===== config.mk =====
export PLATFORM = sky130hd
export DESIGN_NAME = quaternion_smooth_to_euler_unit
export DESIGN_NICKNAME = d
export VERILOG_FILES = /design/src/rtl/core/qse_pkg.sv /design/src/rtl/core/qse_mul.sv /design/src/rtl/core/qse_cordic.sv /design/src/rtl/core/quaternion_smooth_to_euler_unit.sv
export SDC_FILE = /design/constraint.sdc
export NUM_CORES = 2
export LEC_CHECK = 0
export ABC_CLOCK_PERIOD_IN_PS = 27200
export BUFFER_PORTS_ARGS = -buffer_cell sky130_fd_sc_hd__buf_4
export CAP_MARGIN = 40
export CELL_PAD_IN_SITES_DETAIL_PLACEMENT = 0
export CELL_PAD_IN_SITES_GLOBAL_PLACEMENT = 1
export CORE_UTILIZATION = 40
export CTS_CLUSTER_DIAMETER = 80
export DETAILED_ROUTE_END_ITERATION = 7
export PLACE_DENSITY_LB_ADDON = 0.1
export SLEW_MARGIN = 15
export SYNTH_ARGS = -nofsm -noshare
export SYNTH_HDL_FRONTEND = slang
export SYNTH_SLANG_ARGS = --single-unit

===== constraint.sdc =====
create_clock -name i_clk -period 27.2 [get_ports i_clk]
set_input_delay 2.72 -clock i_clk [delete_from_list [all_inputs] [get_ports i_clk]]
set_output_delay 2.72 -clock i_clk [all_outputs]
set_load 0.02 [all_outputs]

===== src/rtl/core/qse_pkg.sv =====
// shared types and constants of the quaternion smoothing and euler unit
// angle units, cordic arctangent table, request structs of the serial units
`timescale 1ns / 1ps

package qse_pkg;

    localparam int MUL_W    = 32;
    localparam int PROD_W   = 64;
    localparam int DIGIT_W  = 4;
    localparam int ANG_W    = 25;
    localparam int ATAN_LEN = 24;

    // angles in 1/256 of 0.01 degree
    localparam logic signed [ANG_W-1:0] HALF_TURN    = 25'sd4608000;
    localparam logic signed [ANG_W-1:0] QUARTER_TURN = 25'sd2304000;

    typedef struct packed {
        logic                    start;
        logic signed [MUL_W-1:0] a;
        logic signed [MUL_W-1:0] b;
    } t_mul_req;

    typedef struct packed {
        logic                    start;
        logic signed [MUL_W-1:0] y;
        logic signed [MUL_W-1:0] x;
    } t_cor_req;

    function automatic logic [20:0] atan_step(input logic [4:0] idx);
        logic [20:0] v;
        case (idx)
            5'd0:    v = 21'd1152000;
            5'd1:    v = 21'd680065;
            5'd2:    v = 21'd359328;
            5'd3:    v = 21'd182400;
            5'd4:    v = 21'd91554;
            5'd5:    v = 21'd45822;
            5'd6:    v = 21'd22916;
            5'd7:    v = 21'd11459;
            5'd8:    v = 21'd5730;
            5'd9:    v = 21'd2865;
            5'd10:   v = 21'd1432;
            5'd11:   v = 21'd716;
            5'd12:   v = 21'd358;
            5'd13:   v = 21'd179;
            5'd14:   v = 21'd90;
            5'd15:   v = 21'd45;
            5'd16:   v = 21'd22;
            5'd17:   v = 21'd11;
            5'd18:   v = 21'd6;
            5'd19:   v = 21'd3;
            5'd20:   v = 21'd1;
            5'd21:   v = 21'd1;
            default: v = 21'd0;
        endcase
        return v;
    endfunction

endpackage


===== src/rtl/core/qse_mul.sv =====
// digit-serial signed multiplier, 32 x 32 -> 64, one 4-bit digit per cycle
// depends on qse_pkg
`timescale 1ns / 1ps

module qse_mul (
    input  logic                              i_clk,
    input  logic                              i_rst_n,
    input  qse_pkg::t_mul_req                 i_req,
    output logic                              o_done,
    output logic signed [qse_pkg::PROD_W-1:0] o_prod
);
    import qse_pkg::*;

    localparam int NDIG = MUL_W / DIGIT_W;
    localparam int CW   = $clog2(NDIG);
    localparam logic [CW-1:0] LAST = CW'(NDIG - 1);

    logic                     r_busy;
    logic                     r_done;
    logic [CW-1:0]            r_cnt;
    logic signed [PROD_W-1:0] r_mcand;
    logic [MUL_W-1:0]         r_mplier;
    logic signed [PROD_W-1:0] r_acc;
    logic signed [DIGIT_W:0]  w_digit;
    logic signed [PROD_W-1:0] w_pp;

    // top digit carries the sign of the multiplier
    assign w_digit = (r_cnt == LAST) ? {r_mplier[DIGIT_W-1], r_mplier[DIGIT_W-1:0]}
                                     : {1'b0, r_mplier[DIGIT_W-1:0]};
    assign w_pp = r_mcand * $signed({{(PROD_W-DIGIT_W-1){w_digit[DIGIT_W]}}, w_digit});

    always_ff @(posedge i_clk) begin
        if (!i_rst_n) begin
            r_busy <= 1'b0;
            r_done <= 1'b0;
            r_cnt  <= '0;
        end else begin
            r_done <= 1'b0;
            if (i_req.start) begin
                r_busy   <= 1'b1;
                r_cnt    <= '0;
                r_mcand  <= PROD_W'(i_req.a);
                r_mplier <= i_req.b;
                r_acc    <= '0;
            end else if (r_busy) begin
                r_acc    <= r_acc + w_pp;
                r_mcand  <= r_mcand <<< DIGIT_W;
                r_mplier <= r_mplier >> DIGIT_W;
                r_cnt    <= r_cnt + 1'b1;
                if (r_cnt == LAST) begin
                    r_busy <= 1'b0;
                    r_done <= 1'b1;
                end
            end
        end
    end

    assign o_done = r_done;
    assign o_prod = r_acc;

endmodule


===== src/rtl/core/qse_cordic.sv =====
// iterative vectoring cordic, atan2(y, x) in 1/256 centidegree, one step a cycle
// depends on qse_pkg
`timescale 1ns / 1ps

module qse_cordic #(
    parameter int STEPS = 16
) (
    input  logic                             i_clk,
    input  logic                             i_rst_n,
    input  qse_pkg::t_cor_req                i_req,
    output logic                             o_done,
    output logic signed [qse_pkg::ANG_W-1:0] o_angle
);
    import qse_pkg::*;

    localparam int CW = MUL_W + 3;
    localparam int IW = $clog2(STEPS);
    localparam logic [IW-1:0] LAST = IW'(STEPS - 1);

    logic                    r_busy;
    logic                    r_done;
    logic [IW-1:0]           r_i;
    logic signed [CW-1:0]    r_x;
    logic signed [CW-1:0]    r_y;
    logic signed [ANG_W-1:0] r_z;
    logic signed [CW-1:0]    w_xin;
    logic signed [CW-1:0]    w_yin;
    logic signed [CW-1:0]    w_xs;
    logic signed [CW-1:0]    w_ys;
    logic signed [ANG_W-1:0] w_at;

    assign w_xin = CW'(i_req.x);
    assign w_yin = CW'(i_req.y);
    assign w_xs  = r_x >>> r_i;
    assign w_ys  = r_y >>> r_i;
    assign w_at  = $signed({{(ANG_W-21){1'b0}}, atan_step(5'(r_i))});

    always_ff @(posedge i_clk) begin
        if (!i_rst_n) begin
            r_busy <= 1'b0;
            r_done <= 1'b0;
            r_i    <= '0;
        end else begin
            r_done <= 1'b0;
            if (i_req.start) begin
                r_i <= '0;
                if (w_xin == '0 && w_yin == '0) begin
                    r_z    <= '0;
                    r_done <= 1'b1;
                end else begin
                    r_busy <= 1'b1;
                    if (w_xin < 0) begin
                        // left half plane: rotate by half a turn first
                        r_x <= -w_xin;
                        r_y <= -w_yin;
                        r_z <= (w_yin >= 0) ? HALF_TURN : -HALF_TURN;
                    end else begin
                        r_x <= w_xin;
                        r_y <= w_yin;
                        r_z <= '0;
                    end
                end
            end else if (r_busy) begin
                if (r_y > 0) begin
                    r_x <= r_x + w_ys;
                    r_y <= r_y - w_xs;
                    r_z <= r_z + w_at;
                end else begin
                    r_x <= r_x - w_ys;
                    r_y <= r_y + w_xs;
                    r_z <= r_z - w_at;
                end
                r_i <= r_i + 1'b1;
                if (r_i == LAST) begin
                    r_busy <= 1'b0;
                    r_done <= 1'b1;
                end
            end
        end
    end

    always_comb begin
        if (r_z > HALF_TURN) begin
            o_angle = HALF_TURN;
        end else if (r_z < -HALF_TURN) begin
            o_angle = -HALF_TURN;
        end else begin
            o_angle = r_z;
        end
    end

    assign o_done = r_done;

endmodule


===== src/rtl/core/quaternion_smooth_to_euler_unit.sv =====
// top level: quaternion smoothing, euler conversion and angle smoothing
// depends on qse_pkg, qse_mul, qse_cordic
//
// usage:
//   input channel i_valid/o_ready carries one imu sample per item with a
//   sample-valid flag; output channel o_valid/i_ready returns one result item
//   per input item: connected flag, smoothed quaternion, smoothed roll, pitch
//   and yaw in 0.01 deg, and the item count.
//   config channel i_cfg_valid/o_cfg_ready writes smoothing_alpha; write it
//   only while no item is in flight.
//   a valid sample runs a fixed sequence on one 4-bit digit-serial multiplier
//   (18 products), a bit-serial square root and an iterative cordic (three
//   runs). a sample past the pitch poles skips one product, the square root
//   and one cordic run. an invalid sample skips the sequence. one item is
//   worked on at a time.
//   the result sits in an output register; the next item is accepted while
//   it waits, and a finished item holds until the register frees up.
//   reset (synchronous, active low) sets alpha to 19661, the averages to the
//   identity orientation, link down and the count to zero.
`timescale 1ns / 1ps

module quaternion_smooth_to_euler_unit #(
    parameter int CORDIC_STEPS = 16
) (
    input  logic               i_clk,
    input  logic               i_rst_n,
    input  logic               i_cfg_valid,
    output logic               o_cfg_ready,
    input  logic [15:0]        i_smoothing_alpha,
    input  logic               i_valid,
    output logic               o_ready,
    input  logic               i_sample_valid,
    input  logic signed [15:0] i_quat_w,
    input  logic signed [15:0] i_quat_x,
    input  logic signed [15:0] i_quat_y,
    input  logic signed [15:0] i_quat_z,
    output logic               o_valid,
    input  logic               i_ready,
    output logic               o_connected,
    output logic signed [15:0] o_smooth_w,
    output logic signed [15:0] o_smooth_x,
    output logic signed [15:0] o_smooth_y,
    output logic signed [15:0] o_smooth_z,
    output logic signed [15:0] o_roll_cdeg,
    output logic signed [14:0] o_pitch_cdeg,
    output logic signed [15:0] o_yaw_cdeg,
    output logic [31:0]        o_frame_number
);
    import qse_pkg::*;

    localparam logic [2:0] ST_IDLE  = 3'd0;
    localparam logic [2:0] ST_ISSUE = 3'd1;
    localparam logic [2:0] ST_MULW  = 3'd2;
    localparam logic [2:0] ST_SQRT  = 3'd3;
    localparam logic [2:0] ST_CORW  = 3'd4;
    localparam logic [2:0] ST_DONE  = 3'd5;

    localparam logic [4:0] OP_EMA_W   = 5'd0;
    localparam logic [4:0] OP_EMA_X   = 5'd1;
    localparam logic [4:0] OP_EMA_Y   = 5'd2;
    localparam logic [4:0] OP_EMA_Z   = 5'd3;
    localparam logic [4:0] OP_WX      = 5'd4;
    localparam logic [4:0] OP_YZ      = 5'd5;
    localparam logic [4:0] OP_XX      = 5'd6;
    localparam logic [4:0] OP_YY      = 5'd7;
    localparam logic [4:0] OP_ROLL    = 5'd8;
    localparam logic [4:0] OP_WY      = 5'd9;
    localparam logic [4:0] OP_ZX      = 5'd10;
    localparam logic [4:0] OP_PCHK    = 5'd11;
    localparam logic [4:0] OP_SS      = 5'd12;
    localparam logic [4:0] OP_SQRT    = 5'd13;
    localparam logic [4:0] OP_PITCH   = 5'd14;
    localparam logic [4:0] OP_WZ      = 5'd15;
    localparam logic [4:0] OP_XY      = 5'd16;
    localparam logic [4:0] OP_YY2     = 5'd17;
    localparam logic [4:0] OP_ZZ      = 5'd18;
    localparam logic [4:0] OP_YAW     = 5'd19;
    localparam logic [4:0] OP_EMA_R   = 5'd20;
    localparam logic [4:0] OP_EMA_P   = 5'd21;
    localparam logic [4:0] OP_EMA_YW  = 5'd22;
    localparam logic [4:0] OP_FINISH  = 5'd23;

    localparam logic [15:0] ALPHA_RESET = 16'd19661;
    localparam logic signed [23:0] ONE_Q22 = 24'sd4194304;
    localparam logic signed [63:0] ONE_Q44 = 64'sd17592186044416;
    localparam logic signed [63:0] POLE    = 64'sd8796093022208;
    localparam logic [61:0] SQ_ONE = 62'd1152921504606846976;
    localparam logic [61:0] SQ_TOP = 62'd1152921504606846976;

    logic [2:0]               r_state;
    logic [4:0]               r_pc;
    logic [15:0]              r_alpha;
    logic signed [23:0]       r_avg [7];
    logic signed [15:0]       r_q [4];
    logic signed [ANG_W-1:0]  r_ang [3];
    logic                     r_link;
    logic [31:0]              r_count;
    logic signed [63:0]       r_acc0;
    logic signed [63:0]       r_acc1;
    logic signed [31:0]       r_s;
    logic [61:0]              r_sv;
    logic [61:0]              r_sr;
    logic [61:0]              r_sbit;
    logic                     r_ovalid;
    logic                     r_oconn;
    logic signed [15:0]       r_osq [4];
    logic signed [15:0]       r_oroll;
    logic signed [14:0]       r_opitch;
    logic signed [15:0]       r_oyaw;
    logic [31:0]              r_oframe;

    t_mul_req                 w_mul_req;
    t_cor_req                 w_cor_req;
    logic                     w_mul_done;
    logic signed [PROD_W-1:0] w_prod;
    logic                     w_cor_done;
    logic signed [ANG_W-1:0]  w_cor_ang;
    logic [2:0]               w_k;
    logic                     w_is_mul;
    logic                     w_is_cor;
    logic signed [23:0]       w_ema_avg;
    logic signed [23:0]       w_ema_tgt;
    logic signed [31:0]       w_diff;
    logic signed [63:0]       w_rnd;
    logic signed [27:0]       w_sum;
    logic signed [23:0]       w_ema_new;
    logic signed [63:0]       w_cos_q44;
    logic signed [31:0]       w_y20;
    logic signed [31:0]       w_x20;
    logic [61:0]              w_strial;
    logic                     w_load;

    function automatic logic signed [31:0] sx(input logic signed [23:0] v);
        return 32'(v);
    endfunction

    function automatic logic signed [15:0] cdeg(input logic signed [23:0] v);
        logic signed [24:0] t;
        t = 25'(v) + 25'sd128;
        return t[23:8];
    endfunction

    qse_mul u_mul (
        .i_clk   (i_clk),
        .i_rst_n (i_rst_n),
        .i_req   (w_mul_req),
        .o_done  (w_mul_done),
        .o_prod  (w_prod)
    );

    qse_cordic #(
        .STEPS (CORDIC_STEPS)
    ) u_cordic (
        .i_clk   (i_clk),
        .i_rst_n (i_rst_n),
        .i_req   (w_cor_req),
        .o_done  (w_cor_done),
        .o_angle (w_cor_ang)
    );

    // roll and yaw operands, both from the two accumulators
    assign w_cos_q44 = ONE_Q44 - (r_acc1 <<< 1);
    assign w_y20     = 32'(r_acc0 >>> 19);
    assign w_x20     = 32'(w_cos_q44 >>> 20);

    // average slot of the ema ops
    always_comb begin
        case (r_pc)
            OP_EMA_W:  w_k = 3'd0;
            OP_EMA_X:  w_k = 3'd1;
            OP_EMA_Y:  w_k = 3'd2;
            OP_EMA_Z:  w_k = 3'd3;
            OP_EMA_R:  w_k = 3'd4;
            OP_EMA_P:  w_k = 3'd5;
            default:   w_k = 3'd6;
        endcase
    end

    assign w_ema_avg = r_avg[w_k];
    assign w_ema_tgt = (w_k[2] == 1'b0) ? {r_q[w_k[1:0]], 8'd0}
                                        : 24'(r_ang[2'(w_k - 3'd4)]);
    assign w_diff    = sx(w_ema_tgt) - sx(w_ema_avg);
    assign w_rnd     = (w_prod + 64'sd32768) >>> 16;
    assign w_sum     = w_rnd[27:0] + 28'(w_ema_avg);

    always_comb begin
        if (w_sum > 28'sd8388607) begin
            w_ema_new = 24'sd8388607;
        end else if (w_sum < -28'sd8388608) begin
            w_ema_new = -24'sd8388608;
        end else begin
            w_ema_new = w_sum[23:0];
        end
    end

    // operand selection for the shared units
    always_comb begin
        w_is_mul    = 1'b0;
        w_is_cor    = 1'b0;
        w_mul_req.a = '0;
        w_mul_req.b = '0;
        w_cor_req.y = '0;
        w_cor_req.x = '0;
        unique case (r_pc)
            OP_EMA_W, OP_EMA_X, OP_EMA_Y, OP_EMA_Z, OP_EMA_R, OP_EMA_P, OP_EMA_YW: begin
                w_is_mul    = 1'b1;
                w_mul_req.a = w_diff;
                w_mul_req.b = {16'd0, r_alpha};
            end
            OP_WX: begin
                w_is_mul = 1'b1; w_mul_req.a = sx(r_avg[0]); w_mul_req.b = sx(r_avg[1]);
            end
            OP_YZ: begin
                w_is_mul = 1'b1; w_mul_req.a = sx(r_avg[2]); w_mul_req.b = sx(r_avg[3]);
            end
            OP_XX: begin
                w_is_mul = 1'b1; w_mul_req.a = sx(r_avg[1]); w_mul_req.b = sx(r_avg[1]);
            end
            OP_YY, OP_YY2: begin
                w_is_mul = 1'b1; w_mul_req.a = sx(r_avg[2]); w_mul_req.b = sx(r_avg[2]);
            end
            OP_WY: begin
                w_is_mul = 1'b1; w_mul_req.a = sx(r_avg[0]); w_mul_req.b = sx(r_avg[2]);
            end
            OP_ZX: begin
                w_is_mul = 1'b1; w_mul_req.a = sx(r_avg[3]); w_mul_req.b = sx(r_avg[1]);
            end
            OP_SS: begin
                w_is_mul = 1'b1; w_mul_req.a = r_s; w_mul_req.b = r_s;
            end
            OP_WZ: begin
                w_is_mul = 1'b1; w_mul_req.a = sx(r_avg[0]); w_mul_req.b = sx(r_avg[3]);
            end
            OP_XY: begin
                w_is_mul = 1'b1; w_mul_req.a = sx(r_avg[1]); w_mul_req.b = sx(r_avg[2]);
            end
            OP_ZZ: begin
                w_is_mul = 1'b1; w_mul_req.a = sx(r_avg[3]); w_mul_req.b = sx(r_avg[3]);
            end
            OP_ROLL, OP_YAW: begin
                w_is_cor    = 1'b1;
                w_cor_req.y = w_y20;
                w_cor_req.x = w_x20;
            end
            OP_PITCH: begin
                w_is_cor    = 1'b1;
                w_cor_req.y = r_s;
                w_cor_req.x = {1'b0, r_sr[30:0]};
            end
            default: begin
            end
        endcase
        w_mul_req.start = (r_state == ST_ISSUE) && w_is_mul;
        w_cor_req.start = (r_state == ST_ISSUE) && w_is_cor;
    end

    assign w_strial = r_sr + r_sbit;
    assign w_load   = (r_state == ST_DONE) && (!r_ovalid || i_ready);

    always_ff @(posedge i_clk) begin
        if (!i_rst_n) begin
            r_state  <= ST_IDLE;
            r_pc     <= OP_EMA_W;
            r_alpha  <= ALPHA_RESET;
            r_avg[0] <= ONE_Q22;
            r_avg[1] <= '0;
            r_avg[2] <= '0;
            r_avg[3] <= '0;
            r_avg[4] <= '0;
            r_avg[5] <= '0;
            r_avg[6] <= '0;
            r_link   <= 1'b0;
            r_count  <= '0;
            r_ovalid <= 1'b0;
        end else begin
            if (i_cfg_valid) begin
                r_alpha <= i_smoothing_alpha;
            end

            if (w_load) begin
                r_ovalid <= 1'b1;
            end else if (i_ready) begin
                r_ovalid <= 1'b0;
            end

            unique case (r_state)
                ST_IDLE: begin
                    if (i_valid) begin
                        r_count <= r_count + 1'b1;
                        r_link  <= i_sample_valid;
                        r_pc    <= OP_EMA_W;
                        r_q[0]  <= i_quat_w;
                        r_q[1]  <= i_quat_x;
                        r_q[2]  <= i_quat_y;
                        r_q[3]  <= i_quat_z;
                        r_state <= i_sample_valid ? ST_ISSUE : ST_DONE;
                    end
                end
                ST_ISSUE: begin
                    if (w_is_mul) begin
                        r_state <= ST_MULW;
                    end else if (w_is_cor) begin
                        r_state <= ST_CORW;
                    end else if (r_pc == OP_PCHK) begin
                        // pitch saturates at the poles
                        if (r_acc0 >= POLE) begin
                            r_ang[1] <= QUARTER_TURN;
                            r_pc     <= OP_WZ;
                        end else if (r_acc0 <= -POLE) begin
                            r_ang[1] <= -QUARTER_TURN;
                            r_pc     <= OP_WZ;
                        end else begin
                            r_s  <= 32'(r_acc0 >>> 13);
                            r_pc <= r_pc + 1'b1;
                        end
                    end else if (r_pc == OP_SQRT) begin
                        r_sv    <= SQ_ONE - r_acc1[61:0];
                        r_sr    <= '0;
                        r_sbit  <= SQ_TOP;
                        r_state <= ST_SQRT;
                    end else begin
                        r_state <= ST_DONE;
                    end
                end
                ST_MULW: begin
                    if (w_mul_done) begin
                        case (r_pc)
                            OP_WX, OP_WY, OP_WZ: r_acc0 <= w_prod;
                            OP_YZ, OP_XY:        r_acc0 <= r_acc0 + w_prod;
                            OP_ZX:               r_acc0 <= r_acc0 - w_prod;
                            OP_XX, OP_SS, OP_YY2: r_acc1 <= w_prod;
                            OP_YY, OP_ZZ:        r_acc1 <= r_acc1 + w_prod;
                            default:             r_avg[w_k] <= w_ema_new;
                        endcase
                        r_pc    <= r_pc + 1'b1;
                        r_state <= ST_ISSUE;
                    end
                end
                ST_SQRT: begin
                    // one root bit a cycle
                    if (r_sv >= w_strial) begin
                        r_sv <= r_sv - w_strial;
                        r_sr <= (r_sr >> 1) + r_sbit;
                    end else begin
                        r_sr <= r_sr >> 1;
                    end
                    r_sbit <= r_sbit >> 2;
                    if (r_sbit[0]) begin
                        r_pc    <= r_pc + 1'b1;
                        r_state <= ST_ISSUE;
                    end
                end
                ST_CORW: begin
                    if (w_cor_done) begin
                        case (r_pc)
                            OP_ROLL: r_ang[0] <= w_cor_ang;
                            OP_PITCH: begin
                                if (w_cor_ang > QUARTER_TURN) begin
                                    r_ang[1] <= QUARTER_TURN;
                                end else if (w_cor_ang < -QUARTER_TURN) begin
                                    r_ang[1] <= -QUARTER_TURN;
                                end else begin
                                    r_ang[1] <= w_cor_ang;
                                end
                            end
                            default: r_ang[2] <= w_cor_ang;
                        endcase
                        r_pc    <= r_pc + 1'b1;
                        r_state <= ST_ISSUE;
                    end
                end
                ST_DONE: begin
                    if (w_load) begin
                        r_state <= ST_IDLE;
                    end
                end
                default: begin
                    r_state <= ST_IDLE;
                end
            endcase
        end
    end

    // output register payload
    always_ff @(posedge i_clk) begin
        if (w_load) begin
            r_oconn  <= r_link;
            r_osq[0] <= r_avg[0][23:8];
            r_osq[1] <= r_avg[1][23:8];
            r_osq[2] <= r_avg[2][23:8];
            r_osq[3] <= r_avg[3][23:8];
            r_oroll  <= cdeg(r_avg[4]);
            r_opitch <= 15'(cdeg(r_avg[5]));
            r_oyaw   <= cdeg(r_avg[6]);
            r_oframe <= r_count;
        end
    end

    assign o_cfg_ready    = 1'b1;
    assign o_ready        = (r_state == ST_IDLE);
    assign o_valid        = r_ovalid;
    assign o_connected    = r_oconn;
    assign o_smooth_w     = r_osq[0];
    assign o_smooth_x     = r_osq[1];
    assign o_smooth_y     = r_osq[2];
    assign o_smooth_z     = r_osq[3];
    assign o_roll_cdeg    = r_oroll;
    assign o_pitch_cdeg   = r_opitch;
    assign o_yaw_cdeg     = r_oyaw;
    assign o_frame_number = r_oframe;

endmodule

# Word-level counts from Yosys, hierarchy flattened

Memory sizes are Yosys's and may differ from the RTL's. A register that Yosys moved wholly into a read port is not among the register bits.
Index checks and enable logic that the tools add are counted.

Register bits: 750
Bits in writable memories: 371
Bits in read-only memories: 336
Input bits: 86
Output and inout port bits: 147
Word-level logic and storage cells: 332
Memories kept: 5

Memory list:

| name             | depth | bits a word | rd ports | clocked after memory_dff | write ports | RTL line                               | text |
|---|---|---|---|---|---|---|---|
| (name not given) | 16    | 21          | 1        | 1                        | 0           | qse_pkg.sv:31                          | `case (idx)` |
| r_avg            | 7     | 24          | 8        | 0                        | 7           | quaternion_smooth_to_euler_unit.sv:93  | `logic signed [23:0] r_avg [7];` |
| r_ang            | 3     | 25          | 1        | 0                        | 1           | quaternion_smooth_to_euler_unit.sv:95  | `logic signed [ANG_W-1:0] r_ang [3];` |
| r_osq            | 4     | 16          | 4        | 0                        | 4           | quaternion_smooth_to_euler_unit.sv:106 | `logic signed [15:0] r_osq [4];` |
| r_q              | 4     | 16          | 1        | 0                        | 4           | quaternion_smooth_to_euler_unit.sv:94  | `logic signed [15:0] r_q [4];` |

Add/sub/neg operators: 28
Multipliers: 1
Order comparisons: 12
Equal/unequal tests: 42
Shift-type cells: 2
Multiplexer cells: 158
Bitwise gates (word level): 10
Reduce and logical (&&, ||, !) cells: 45

Operators by type and width:

| operator                                                             | count |
|---|---|
| 2-to-1 mux 62 bit                                                    | 14 |
| case mux 64 bit (11 select lines)                                    | 1 |
| case mux 62 bit (2 select lines)                                     | 3 |
| 2-to-1 mux 25 bit                                                    | 14 |
| 2-to-1 mux 35 bit                                                    | 10 |
| case mux 64 bit (2 select lines)                                     | 2 |
| adder 64 bit                                                         | 3 |
| 2-to-1 mux 64 bit                                                    | 3 |
| case mux 64 bit (3 select lines)                                     | 1 |
| 2-to-1 mux 24 bit                                                    | 4 |
| 2-to-1 mux 1 bit                                                     | 76 |
| adder 35 bit                                                         | 2 |
| zero test 35 bit                                                     | 2 |
| negation 32 -> 35 bit                                                | 2 |
| >>> shifter 35 x 4 -> 35 bit                                         | 2 |
| subtractor 35 bit                                                    | 2 |
| greater-or-equal comparator 64 x 45 -> 1 bit (second input constant) | 1 |
| less-or-equal comparator 64 x 44 -> 1 bit (second input constant)    | 1 |
| multiplier 64 x 5 -> 64 bit                                          | 1 |
| 2-to-1 mux 32 bit                                                    | 2 |
| subtractor 64 bit                                                    | 1 |
| adder 61 x 62 -> 62 bit                                              | 1 |
| adder 62 bit                                                         | 1 |
| greater-or-equal comparator 62 bit                                   | 1 |
| other kinds (65)                                                     | 148 |

# Longest topological paths before layout

Depth in word-level cells: 15
Depth in mapped cells: 31
Mapped depth without buffers: 26

# By module

Synthesis repeated with hierarchy kept, for this count alone.

Cell total of the unflattened synthesis: 10,062
Area total of the unflattened synthesis: 92,670.1 um^2

By module, submodules not included:

| module                          | times used | cells an instance | area an instance (um^2) | seq. area each (um^2) |
|---|---|---|---|---|
| quaternion_smooth_to_euler_unit | 1          | 6,032             | 56,035.0                | 24,493.5 |
| qse_mul                         | 1          | 1,954             | 19,003.2                | 4,904.7 |
| qse_cordic                      | 1          | 2,076             | 17,631.9                | 3,393.3 |

# Worst setup path after synthesis

No wires, ideal clock.

Path kind: in2reg
From: input port i_rst_n
To: register r_sv[0] (enable)
Arrival time: 14,248 ps
Setup slack: 12,376 ps
Stages: 4
Path through: clkbuf_1 -> nand2_1 -> nor3_1 -> a21boi_0

Longest elaborated chain between the ends: 1

RTL lines:

| item                          | RTL line                               | text |
|---|---|---|
| start, declared               | quaternion_smooth_to_euler_unit.sv:26  | `input logic i_rst_n,` |
| AND reduction 7 bit (no line) | -                                      |  |
| end signal, assigned          | quaternion_smooth_to_euler_unit.sv:317 | `r_sv <= SQ_ONE - r_acc1[61:0];` |
| end signal, assigned          | quaternion_smooth_to_euler_unit.sv:342 | `r_sv <= r_sv - w_strial;` |
| end, declared                 | quaternion_smooth_to_euler_unit.sv:101 | `logic [61:0] r_sv;` |

No other way between the ends.
A chain may end at the register's enable or synchronous reset.

# Final worst setup path

From: register u_mul.r_mplier[3]
To: register u_mul.r_acc[63], in the netlist u_mul.o_prod[63], data pin

Longest elaborated chain between the ends: 4

RTL lines:

| item                        | RTL line      | text |
|---|---|---|
| start, declared             | qse_mul.sv:22 | `logic [MUL_W-1:0] r_mplier;` |
| start signal, assigned      | qse_mul.sv:43 | `r_mplier <= i_req.b;` |
| start signal, assigned      | qse_mul.sv:48 | `r_mplier <= r_mplier >> DIGIT_W;` |
| 2-to-1 mux 5 bit            | qse_mul.sv:28 | `assign w_digit = (r_cnt == LAST) ? {r_mplier[DIGIT_W-1], r_mplier[DIGIT_W-1:0]}` |
| multiplier 64 x 5 -> 64 bit | qse_mul.sv:30 | `assign w_pp = r_mcand * $signed({{(PROD_W-DIGIT_W-1){w_digit[DIGIT_W]}}, w_digit});` |
| adder 64 bit                | qse_mul.sv:46 | `r_acc <= r_acc + w_pp;` |
| 2-to-1 mux 64 bit           | qse_mul.sv:45 | `end else if (r_busy) begin` |
| end signal, assigned        | qse_mul.sv:46 |  |
| end, declared               | qse_mul.sv:23 | `logic signed [PROD_W-1:0] r_acc;` |

No other way between the ends. The select of a mux whose other input is x is not followed.

==> impl_summary.md <==
STA
The final critical path takes up 30.4% of the cycle. The number of max-slew violations in the final report is 0. The slew at the pin closest to its max-slew limit is 0.962 ns. The timing-limited maximum frequency is 0.121 GHz. The number of hold violations in the final report is 0. On the final layout, the worst hold slack is 0.457 ns.

The clock skew is 0.0558 ns. The time the final worst path needs with I/O delays and setup is 8.27 ns. Setup total negative slack on the finished layout was measured at 0 ns. Setup repair after global routing left no endpoint under its margin. Setup violations remaining at the end of the flow were counted as 0. Headroom to the max-slew limit came out at 35.6%.

Logic synthesis
The post-synthesis instance area is 89800 sq um. For this run, the number of Yosys warnings is 0. The sequential-to-total area share from yosys stat is 36.5%. A synthesized cell averages 9.38 sq um.

By area the synthesized netlist is led by sky130_fd_sc_hd__edfxtp_1, sky130_fd_sc_hd__ha_1, sky130_fd_sc_hd__fa_1, sky130_fd_sc_hd__xnor2_1, sky130_fd_sc_hd__a21oi_1. The post-synthesis async set-or-reset flop share is 0%. The number of distinct library cell variants in the gate-level netlist after synthesis is 93. The top cell type by area accounts for 34.0% of the synthesized area. The post-synthesis sequential element count is 1130. The most used flip-flop cell after synthesis is sky130_fd_sc_hd__edfxtp_1. The number of flops mapped to enable cells by yosys is 1016. The library cell with the largest summed area after synthesis is sky130_fd_sc_hd__edfxtp_1.

In the synthesized netlist, the number of instances is 9574.

Global route
The maximum number of pins on one net before global-route repair is 142. The number of antenna violations at the first check in global routing came to 10. For this run the aggregate overflow at the end of global routing stands at 0.

The via count of the first global-routing pass is 73776. The first global-routing pass estimated 478000 microns of wire. The global routing usage summed across all routing layers is 27.9%.

Outcome
The final reports fail on design-rule violations. The run finished, with violations left.

Worst setup path
STA classifies the critical path endpoint as a flip-flop. The number of buffers and inverters on the critical path is 5. For this run, the slowest stage of the critical path takes 0.74 ns. The type of the worst setup path is flip-flop to flip-flop. The most numerous cell type found on the critical path is sky130_fd_sc_hd__fa_1. Data on the critical path is required at its endpoint by 27.76 ns. Walking the worst path, the cells encountered are buf_4 -> nand2_1 -> buf_4 -> inv_1 -> fa_1 -> inv_1 -> fa_1 -> fa_1 -> inv_1 -> fa_1 -> fa_1 -> a21o_1 -> a21oi_1 -> o21ai_0 -> a221oi_1 -> nor4_1 -> a21oi_1 -> o31a_1 -> o31ai_1 -> a211oi_1 -> o21ai_0 -> xnor2_1 -> nor2_1. Along the worst path, the maximum fanout reaches 62. The kind of launch point of the worst setup path is a flip-flop.

For the worst setup path, the data arrival time is 8.83 ns. The largest delay contributor family on the critical path is compound AO/OA/AOI/OAI gates. The cell type of the slowest stage on the worst timing path is sky130_fd_sc_hd__a221oi_1.

Detailed routing
The number of antenna-violating nets in the routed design is 0. The final wirelength is 321000 microns. The detailed-routing iteration count for the pre-antenna-repair pass is 8. Using the TritonRoute via totals, the vias-per-cell ratio works out to 5.92.

In the routed design, unresolved DRC markers number 10. In the final routed layout, each cell accounts on average for 25.1 microns. The number of design-rule violations left by the first detailed-router iteration is 7752. The total vias in the final route is 75554.

Cells and area
The area of all placed cells without fillers is 101000 sq um. The top cell types in the final layout, fill and taps aside, are sky130_fd_sc_hd__edfxtp_1, sky130_fd_sc_hd__nand2_1, sky130_fd_sc_hd__nor2_1. The finished layout holds 12763 standard cells, fillers aside. Leaving out fill and tap cells, the most frequent cell in the layout is sky130_fd_sc_hd__edfxtp_1. The net count of the finished layout is 10534. Compared with the post-synthesis result, the final layout area differs by 12.0%. Cells with a size suffix above 1 make up 9.72% of the layout.

Floorplanning
The area enclosed by the die boundary is 226000 sq um. For this configuration, the core starts out at a cell density of 40.3%. The vertical extent of the die is 476 microns. The floorplan step defined a core boundary enclosing 223000 sq um. The die span in x is 476 microns. The floorplan has 173 rows. Pin placement for this block handled 233 I/O pins.

Flow run
The number of violations of the max-capacitance limit is 0.

CTS
Clock tree synthesis found a total of 1130 sinks. The clock latency reported for the late side of the worst-skew pair is 0.84 ns. The clock tree synthesis step divided the H-tree into 4 levels.

Buffers inserted during clock tree synthesis total 153. After clock tree synthesis, the setup repair step added 0 buffers. The number of gates resized after cts is 0. TritonCTS built the clock tree.

The number of hold-repair buffers added at the cts stage is 0. Clock-pin slew was measured on the worst setup and hold paths at 0.06 ns. The root buffer cell is sky130_fd_sc_hd__clkbuf_16. Counting along the longest clock path gives a buffer depth of 3.

Placement
The instance area after placement is 95100 sq um. The final estimated routing congestion in global placement is 0.945. Including well taps, the total number of placed cells is 12459.

Detailed placement finished with a half-perimeter wire length of 243000 microns. During placement, the flow inserted port buffers numbering 231.

Hold path
The worst min-delay path class is flip-flop to flip-flop.
## metal layers
| metal | share of wire [%] | wire length (microns) | vias up | global-route usage [%] |
|---|---|---|---|---|
| li1 | - | - | 35149 | - |
| met1 | 44 | 143000 | 37462 | 38.4 |
| met2 | 46 | 147000 | 2507 | 44.9 |
| met3 | 6.1 | 19500 | 434 | 3.86 |
| met4 | 3.6 | 11600 | 2 | 9.59 |
| met5 | 0.0047 | 15 | - | 0 |
## cells in the mapped netlist, types with 25 or more instances
cell and count:
sky130_fd_sc_hd__edfxtp_1 1016, sky130_fd_sc_hd__nand2_1 967, sky130_fd_sc_hd__nor2_1 937, sky130_fd_sc_hd__a21oi_1 726, sky130_fd_sc_hd__o21ai_0 613, sky130_fd_sc_hd__ha_1 549, sky130_fd_sc_hd__xnor2_1 460, sky130_fd_sc_hd__clkbuf_1 436
sky130_fd_sc_hd__inv_1 366, sky130_fd_sc_hd__xor2_1 346, sky130_fd_sc_hd__fa_1 250, sky130_fd_sc_hd__a21o_1 248, sky130_fd_sc_hd__and2_1 234, sky130_fd_sc_hd__nand3_1 175, sky130_fd_sc_hd__a31oi_1 146, sky130_fd_sc_hd__and3_1 139
sky130_fd_sc_hd__nor3_1 136, sky130_fd_sc_hd__nand4_1 119, sky130_fd_sc_hd__dfxtp_1 114, sky130_fd_sc_hd__nor2b_1 107, sky130_fd_sc_hd__mux4_2 101, sky130_fd_sc_hd__nand2b_1 91, sky130_fd_sc_hd__or2_2 87, sky130_fd_sc_hd__a211oi_1 83
sky130_fd_sc_hd__o21bai_1 81, sky130_fd_sc_hd__mux2i_1 68, sky130_fd_sc_hd__or3_1 67, sky130_fd_sc_hd__a22oi_1 65, sky130_fd_sc_hd__nor4_1 64, sky130_fd_sc_hd__o21a_1 60, sky130_fd_sc_hd__o31ai_1 60, sky130_fd_sc_hd__a222oi_1 47
sky130_fd_sc_hd__a221o_1 43, sky130_fd_sc_hd__a21boi_0 39, sky130_fd_sc_hd__mux2_2 39, sky130_fd_sc_hd__a221oi_1 35, sky130_fd_sc_hd__o221ai_1 35, sky130_fd_sc_hd__a22o_1 34, sky130_fd_sc_hd__buf_1 33, sky130_fd_sc_hd__o211ai_1 28
sky130_fd_sc_hd__a31o_2 25, sky130_fd_sc_hd__or4_1 25
## cell families after synthesis
logic type	count (synthesis)	share of synthesized area [%]
muxes	208	3.78
xor gates and xnor gates	806	7.86
and+or+nand+nor	3227	17.0
other	2	0.00836
adders and majority gates	799	13.2
DFF	1130	36.5
AOI/OAI and AO/OA	2553	18.1
buffers and inverters	849	3.57
## state kept, by name, summed over array words and instances, names as in the netlist, 21 cells and up
register and cells:
r_q 64, r_avg 192, u_mul.r_mcand 64, r_sr 62
r_acc0 64, u_cordic.w_at 21, u_cordic.r_x 35, o_frame_number 32
r_acc1 62, u_cordic.r_y 35, r_ang 72, r_sbit 31
u_mul.o_prod 64, u_mul.r_mplier 32, r_sv 62, r_s 32
r_osq 64, r_count 32, u_cordic.r_z 25
## final timing paths
check,start,to,slack (ns),cells after the start
max reg2reg,u_mul.r_mplier[3],u_mul.o_prod[63],18.93,23
max,u_mul.r_mplier[3],u_mul.o_prod[63],18.93,23
min reg2reg,r_count[31],o_frame_number[31],0.46,0
min,r_count[31],o_frame_number[31],0.46,0
## area by class of cell
class	count	area [sq um]
Multi-Input combinational cell	7618	54200
Clock buffer	178	4000
Antenna cell	9	22.5
Sequential cell	1130	32800
Inverter	367	1380
Tap cell	2975	3720
Fill cell	21423	122000
Timing Repair Buffer	379	3200
Clock inverter	107	1280
## metrics by stage
stage,setup slack [ns],util [%]
finish,18.93,45.2
global route,18.47,45.2
CTS,18.89,45.0
detailed placement,18.89,42.7
global placement,18.86,42.5
floorplan,12.38,-
Power is left out: the tool's default activity adds up to more than one toggle a clock period on the data nets, which glitch-free logic cannot reach.
